==> config.mk <==
export PLATFORM = sky130hd
export DESIGN_NAME = mfb_ctrl
export DESIGN_NICKNAME = d
export VERILOG_FILES = /design/src/design/mfb_pkg.sv /design/src/design/mfb_ctrl.sv
export SDC_FILE = /design/constraint.sdc
export NUM_CORES = 1
export LEC_CHECK = 0
export BUFFER_PORTS_ARGS = -buffer_cell sky130_fd_sc_hd__buf_2
export CAP_MARGIN = 0
export CORE_AREA = 2 2 39 41
export DETAILED_ROUTE_END_ITERATION = 6
export DIE_AREA = 0 0 41 43
export PLACE_DENSITY = 0.51
export SKIP_LAST_GASP = 1
export SYNTH_ARGS = -nofsm -noshare
export SYNTH_HDL_FRONTEND = slang
export SYNTH_SLANG_ARGS = --single-unit
export TNS_END_PERCENT = 5
==> constraint.sdc <==
create_clock -name clk -period 2.7 [get_ports clk]
set_input_delay 0.54 -clock clk [delete_from_list [all_inputs] [get_ports clk]]
set_output_delay 0.54 -clock clk [all_outputs]
set_load 0.02 [all_outputs]
==> src/design/mfb_pkg.sv <==
// ----------------------------------------------------------------------------
// mfb_pkg
// command codes and controller/datapath handshake types for the blitter
// ----------------------------------------------------------------------------
`default_nettype none

package mfb_pkg;

  localparam logic [2:0] CMD_CLEAR = 3'd0;
  localparam logic [2:0] CMD_PIXEL = 3'd1;
  localparam logic [2:0] CMD_HLINE = 3'd2;
  localparam logic [2:0] CMD_VLINE = 3'd3;
  localparam logic [2:0] CMD_BLIT  = 3'd4;
  localparam logic [2:0] CMD_READ  = 3'd5;

  typedef struct packed {
    logic load;       // capture input beat
    logic setup;      // register the work plan
    logic rd;         // issue store read for current step
    logic upd;        // merge/write or gather for current step
    logic step_next;  // advance step counter
    logic clr_wr;     // write zero at step counter
    logic out_load;   // move gathered byte to output register
  } mfb_cmd_t;

  typedef struct packed {
    logic is_clear;
    logic is_read;
    logic skip;
    logic step_last;
    logic clr_last;
    logic out_free;
  } mfb_stat_t;

endpackage

`default_nettype wire

==> src/design/mfb_ctrl.sv <==
// ----------------------------------------------------------------------------
// mfb_ctrl
// sequencer for clear sweep, read-modify-write steps and readout
// ----------------------------------------------------------------------------
`default_nettype none

module mfb_ctrl
  import mfb_pkg::*;
(
  input  wire logic      clk,
  input  wire logic      rst_n,
  input  wire logic      in_valid,
  output logic           in_stall,
  input  wire mfb_stat_t stat,
  output mfb_cmd_t       cmd
);

  typedef enum logic [2:0] {
    S_CLR,
    S_IDLE,
    S_SETUP,
    S_DISPATCH,
    S_RD,
    S_UPD,
    S_OUT
  } state_t;

  state_t state_r, state_nxt;

  assign in_stall = (state_r != S_IDLE);

  always_comb begin
    cmd       = '0;
    state_nxt = state_r;
    case (state_r)
      S_CLR: begin
        cmd.clr_wr    = 1'b1;
        cmd.step_next = 1'b1;
        if (stat.clr_last) state_nxt = S_IDLE;
      end
      S_IDLE: begin
        if (in_valid) begin
          cmd.load  = 1'b1;
          state_nxt = S_SETUP;
        end
      end
      S_SETUP: begin
        cmd.setup = 1'b1;
        state_nxt = S_DISPATCH;
      end
      S_DISPATCH: begin
        if (stat.is_clear)                state_nxt = S_CLR;
        else if (stat.is_read && stat.skip) state_nxt = S_OUT;
        else if (stat.skip)               state_nxt = S_IDLE;
        else                              state_nxt = S_RD;
      end
      S_RD: begin
        cmd.rd    = 1'b1;
        state_nxt = S_UPD;
      end
      S_UPD: begin
        cmd.upd = 1'b1;
        if (stat.step_last) begin
          state_nxt = stat.is_read ? S_OUT : S_IDLE;
        end else begin
          cmd.step_next = 1'b1;
          state_nxt     = S_RD;
        end
      end
      S_OUT: begin
        // wait until the previous result beat has left
        if (stat.out_free) begin
          cmd.out_load = 1'b1;
          state_nxt    = S_IDLE;
        end
      end
      default: state_nxt = S_IDLE;
    endcase
  end

  always_ff @(posedge clk) begin
    if (!rst_n) begin
      state_r <= S_CLR;
    end else begin
      state_r <= state_nxt;
    end
  end

endmodule

`default_nettype wire

==> summary.txt, run 1 <==
Timing
  – Worst Skew: 0.00275 ns
  – Measured slew at the worst slew-check pin: 0.437 ns
  – Slew Limit Fails: 0
  – Fmax: 537 MHz
  – Setup TNS: 0 ns
  – Final setup fails: 0
  – RSZ-0062 raised after global routing: no
  – Post-route minimum period: 1.86 ns
  – Final hold vios: 0
  – Hold_ws: 0.590 ns
  – Slew headroom: 70.9%
  – Final period utilization: 69.0%

Flow run
  – Max Cap Viol: 0

Clock tree
  – Post-CTS Setup Inserts: 0
  – Clk slew on worst S/H paths: 0.04 ns
  – Max H-tree Level: 1
  – Post-cts resize count: 0
  – Hold-fix buffers, CTS: 0
  – Bufs on Longest Clock Path: 2
  – TritonCTS buffer count: 3
  – Clock Latency Late Sink: 0.23 ns
  – Clk sink count: 3
  – CTS tree: done
  – Root Driver: clkbuf_4

Floorplanning
  – Core ar.: 1380 µm²
  – Initial Utilization: 24.2%
  – Die outline area: 1760 µm²
  – Rows: 14
  – Die Ht: 43 µm
  – Die W: 41 µm
  – Io pins: 17

Cells and area
  – Share of cells above drive strength 1: 38.3%
  – Largest regs: state_r (3)
  – Nets: 70
  – # diodes: 0
  – Layout area overhead: 27.6%
  – Largest Register: state_r
  – Max FFs per register: 3
  – Most frequent cells in the layout: buf_2, nand2_1
  – Most common cell after layout, fill and taps aside: buf_2
  – Util after Layout: 30.9%

Yosys
  – Sequential share of the synthesized area: 17.9%
  – Synth Cell Area: 335 µm²
  – Synth cell types: 24
  – Synth Instances: 43
  – Post-Syn Nets: 52
  – Average cell area after synthesis: 7.80 µm²
  – Synth Register Bits: 3
  – Syn. warnings: 0

Worst setup path
  – Setup CP Type: flip-flop to primary output
  – CP Max Fanout: 10
  – Critical path data arrival time: 1.32 ns
  – CP delay by family, top: flip-flops
  – Bufs and invs on worst path: 1
  – Crit. End Element: primary output
  – Worst Path Required: 2.16 ns
  – Worst path cell trace: nor2b_2, and2_1, a21o_1, buf_2
  – CP max-delay cell: dfxtp_1
  – Max stage delay on crit path: 0.46 ns
  – CP Launch Type: flip-flop

Placement
  – Hpwl dp: 587 µm
  – IO buf count: 16
  – Gpl congestion: 0.662

Drt
  – Post-route ant nets: 0
  – Detailed-route wire length: 743 µm
  – Vias: 350
  – WL met2: 304 µm
  – DRC: 0
  – WL/cell: 9.78 µm
  – Met1 wire length: 378 µm
  – Detailed-route vias per instance: 4.61
  – DRT iter0 DRCs: 5
  – Top layer in use: met3
  – DR pass1 iterations: 4
  – Met3 WL post-DR: 61 µm

Power
  – Reg power frac: 29.3%
  – Sw Share: 33.9%
  – Leak: 0.201 nW
  – Comb pwr share: 30.8%
  – Overall Power: 0.197 mW
  – Clock power frac: 40.0%
  – Switching power: 0.0666 mW
  – Power per cell area: 459 nW/µm²
  – Internal power: 0.130 mW
  – Maximum vdd ir drop: 0.000175 V

Global routing
  – Initial antenna violation count: 0
  – Vias in the first global route: 280
  – First-pass GRT wire length: 1.21 mm
  – Largest net degree at the start of global routing: 16
  – Grt ovf: 0
  – Total Routing Usage GR: 10.5%

Run status
  – Outcome: completed

Worst hold path
  – Worst hold path class: primary input to flip-flop
## cells by family after synthesis
| family | Yosys count | share of synthesized area (%) |
|---|---|---|
| buffers and inverters | 6 | 13.4 |
| AO/OA/AOI/OAI | 12 | 26.5 |
| XOR/XNOR | 1 | 2.61 |
| flip-flops | 3 | 17.9 |
| AND/OR/NAND/NOR | 21 | 39.6 |
## final timing paths
path | from | endpoint | slack [ns] | cells past startpoint
max | state_r[2] | cmd[2] | 0.84 | 4
min | rst_n | state_r[1] | 0.59 | 2
max reg2reg | state_r[0] | state_r[0] | 1.25 | 4
min reg2reg | state_r[2] | state_r[2] | 0.62 | 2
## stage by stage
stage	cell area (µm²)	worst slack, ns	cells
after floorplan	335	0.926	43
after global placement	402	1.11	72
after detailed placement	402	1.08	72
after CTS	428	0.819	76
after global routing	428	0.696	76
final	428	0.838	76
## Yosys cell counts, drive strengths merged
cell,instances,share of area [%]
a21boi,1,2.2
a21o,1,2.2
a21oi,3,4.5
and2,2,3.7
and2b,1,2.6
and3,2,3.7
and4bb,2,7.5
buf,3,10
dfxtp,3,18
inv,3,3.4
nand2,6,6.7
nand3b,1,2.2
nor2,2,2.2
nor2b,1,2.6
nor3,1,1.5
nor3b,2,4.5
o2111a,1,3.4
o21ai,3,4.5
o221ai,1,2.6
o31ai,1,2.2
o32ai,1,4.9
or2b,1,2.2
xnor2,1,2.6
## layout make-up
| type | instances | area (µm²) |
|---|---|---|
| inverter | 3 | 11.3 |
| multi-input combinational | 34 | 230 |
| clock buffer | 4 | 26.3 |
| sequential | 3 | 60.1 |
| tap | 16 | 20.0 |
| timing repair buffer | 16 | 80.1 |
| fill | 161 | 956 |
## power groups by stage
stage	registers (mW)	clock network, mW	logic (mW)
4_1_cts	0.0577	0.0822	0.0614
2_1_floorplan	0.0517	0	0.0515
5_1_grt	0.0597	0.0912	0.0670
6_report	0.0575	0.0785	0.0605
3_3_place_gp	0.0586	0	0.0619
3_5_place_dp	0.0586	0	0.0612
## metal layers
metal | GRT usage [%] | vias to the layer above
li1 | - | 187
met1 | 14.4 | 149
met2 | 12.2 | 14
met3 | 4.71 | 0
met4 | 8.00 | 0
met5 | 0 | -
Power figures use the tool's default switching activity.
==> run 2: changes to the inputs <==
--- a/config.mk
+++ b/config.mk
@@ -5,12 +5,13 @@
 export SDC_FILE = /design/constraint.sdc
 export NUM_CORES = 1
 export LEC_CHECK = 0
+export ABC_AREA = 1
 export BUFFER_PORTS_ARGS = -buffer_cell sky130_fd_sc_hd__buf_2
 export CAP_MARGIN = 0
 export CORE_AREA = 2 2 39 41
 export DETAILED_ROUTE_END_ITERATION = 6
 export DIE_AREA = 0 0 41 43
-export PLACE_DENSITY = 0.51
+export PLACE_DENSITY = 0.53
 export SKIP_LAST_GASP = 1
 export SYNTH_ARGS = -nofsm -noshare
 export SYNTH_HDL_FRONTEND = slang
==> constraint.sdc (replaced) <==
create_clock -name clk -period 1.8 [get_ports clk]
set_input_delay 0.36 -clock clk [delete_from_list [all_inputs] [get_ports clk]]
set_output_delay 0.36 -clock clk [all_outputs]
set_load 0.02 [all_outputs]
==> run 2 against run 1 <==
Sequential share of layout area down 0.57 points. Routed wire length is 13% higher. Synthesized area grew 4.5%. Flip-flop and latch count did not move. Via count is 11% higher. Cell count up 18%. Global-route usage grew 0.31 points. Register-to-register slack got worse by 0.63 ns. Non-clock buffer count unchanged. Critical path type unchanged.
==> summary.txt, run 2 <==
Worst setup path
  – CP Launch Type: flip-flop
  – Reg2Reg Launch Point: state_r[2]
  – Path depth of the worst reg2reg path: 6
  – Setup CP Type: flip-flop to primary output
  – CP max-delay cell: dfxtp_1
  – Max stage delay on crit path: 0.52 ns
  – CP delay by family, top: flip-flops
  – RR Endpoint: state_r[1]
  – Crit. End Element: primary output
  – Worst Path Required: 1.44 ns
  – Bufs and invs on worst path: 2
  – CP Max Fanout: 8
  – Worst path cell trace: inv_4, nor4_1, buf_2
  – Reg2reg setup slack: 0.62 ns
  – Critical path data arrival time: 1.34 ns

Worst hold path
  – Hold Path Sink: state_r[2]
  – Worst hold path class: primary input to flip-flop
  – Worst hold stages: 3
  – Hold_sp: rst_n

Yosys
  – Average cell area after synthesis: 6.26 µm²
  – Sequential share of the synthesized area: 17.1%
  – Top cells by area, synth: dfxtp_1, inv_1, nand2_1
  – Top cells by count, synth: inv_1, nand2_1, nand3_1
  – Async SR Flop Fraction: 0%
  – Synth Register Bits: 3
  – Synth Instances: 56
  – Yosys top cell by area: dfxtp_1
  – Syn. warnings: 0
  – Post-synth EDFFs: 0
  – Top-area cell type share of the netlist area: 17.1%
  – Most common cell in the netlist: inv_1
  – Synth Cell Area: 350 µm²
  – Synth Flop Type: dfxtp_1
  – Synth cell types: 20
  – Post-Syn Nets: 65

Timing
  – Hold_ws: 0.324 ns
  – Fmax: 588 MHz
  – Post-route minimum period: 1.70 ns
  – Setup slack after layout: 0.0981 ns
  – RSZ-0062 raised after global routing: no
  – Final setup fails: 0
  – Setup TNS: 0 ns
  – Worst Skew: 0.00338 ns
  – Measured slew at the worst slew-check pin: 0.345 ns
  – Slew headroom: 76.9%
  – Final period utilization: 94.6%
  – Slew Limit Fails: 0
  – Final hold vios: 0

Cells and area
  – Largest Register: state_r
  – Filler instances: 172
  – Multi-input logic area: 209 µm²
  – Final Cell Area: 455 µm²
  – Layout area overhead: 30.0%
  – # diodes: 0
  – Most frequent cells in the layout: buf_2, inv_1, nand2_1
  – Max FFs per register: 3
  – Nets: 84
  – Most common cell after layout, fill and taps aside: buf_2
  – Largest regs: state_r (3)
  – Sequential Area: 61.3 µm²
  – Share of cells above drive strength 1: 40.5%

Clock tree
  – Clk sink count: 3
  – Hold-fix buffers, CTS: 0
  – TritonCTS buffer count: 3
  – CTS tree: done
  – Max H-tree Level: 1
  – Clock Latency Late Sink: 0.23 ns
  – Clk slew on worst S/H paths: 0.04 ns
  – Bufs on Longest Clock Path: 2
  – Post-CTS Setup Inserts: 0
  – Root Driver: clkbuf_4

Placement
  – Pre-CTS setup slack: 0.326 ns
  – Gpl congestion: 0.752
  – Hpwl dp: 680 µm
  – Placed instance area: 428 µm²
  – IO buf count: 16

Floorplanning
  – Die outline area: 1760 µm²
  – Die W: 41 µm
  – Core ar.: 1380 µm²
  – Initial Utilization: 25.3%
  – Io pins: 17
  – Rows: 14
  – Die Ht: 43 µm

Drt
  – Detailed-route wire length: 839 µm
  – WL/cell: 9.32 µm
  – Met1 wire length: 339 µm
  – DRT iter0 DRCs: 2
  – Top layer in use: met3
  – Vias: 387
  – DR pass1 iterations: 4
  – Met3 WL post-DR: 37 µm
  – WL met2: 463 µm
  – Detailed-route vias per instance: 4.30
  – DRC: 0
  – Post-route ant nets: 0

Global routing
  – First-pass GRT wire length: 1.32 mm
  – Largest net degree at the start of global routing: 9
  – Grt ovf: 0
  – Initial antenna violation count: 0
  – Total Routing Usage GR: 10.8%
  – Vias in the first global route: 359

Power
  – Leak: 0.284 nW
  – Power per cell area: 760 nW/µm²
  – Overall Power: 0.346 mW
  – Maximum vdd ir drop: 0.000260 V

Run status
  – Outcome: completed

Flow run
  – Max Cap Viol: 0
==> run 2: cell count changes in the layout (fill, tap and decap cells not counted), moves of 3 or more <==
cell | previous run | this run
inv_1 | 3 | 12
o21ai_0 | 3 | 0
nand3_1 | 0 | 5
nand2_1 | 6 | 10
nand4_1 | 0 | 3
==> run 2: cell type report <==
cell class	count	area share (%)
Sequential cell	3	13.5
Clock buffer	4	5.77
Inverter	15	12.9
Timing Repair Buffer	16	17.6
Multi-Input combinational cell	36	45.9
Tap cell	16	4.40
==> run 2: power breakdown <==
group / switching (mW) / internal, mW
registers: 0.0156 / 0.0745
logic: 0.0899 / 0.0490
clock network: 0.0340 / 0.0830
==> run 2: logic make-up after synthesis <==
group / share of synthesized area, %
AO/OA/AOI/OAI: 11.8
flip-flops: 17.1
buffers and inverters: 23.2
AND/OR/NAND/NOR: 47.9
==> run 2: worst max path at each step <==
stage               start      to  depth (start not counted)
6_report       state_r[2]  cmd[0]                          3
5_1_grt        state_r[2]  cmd[0]                          3
4_1_cts        state_r[1]  cmd[0]                          3
3_5_place_dp   state_r[1]  cmd[0]                          3
3_3_place_gp   state_r[1]  cmd[0]                          3
2_1_floorplan  state_r[2]  cmd[2]                          3
==> run 2: what timing repair did <==
item,4_1_cts,5_1_grt
endpoints found under the hold margin,0,0
gates resized for setup,0,1
setup endpoints to repair,0,1
==> run 2: through the flow <==
stage	instances	util, %
finish	90	32.9
detailed placement	86	30.9
floorplan	56	-
global placement	86	30.9
CTS	90	32.8
global route	90	32.9
==> run 2: metal layers <==
layer | up-vias | track usage (%)
li1 | 211 | -
met1 | 165 | 11.6
met2 | 11 | 18.8
met3 | 0 | 0
met4 | 0 | 8.00
met5 | - | 0
==> run 2: worst min-delay path: cells and delay by family <==
family	cells	cell delay [ns]
buffers and inverters	2	0.13
AND/OR/NAND/NOR	1	0.04
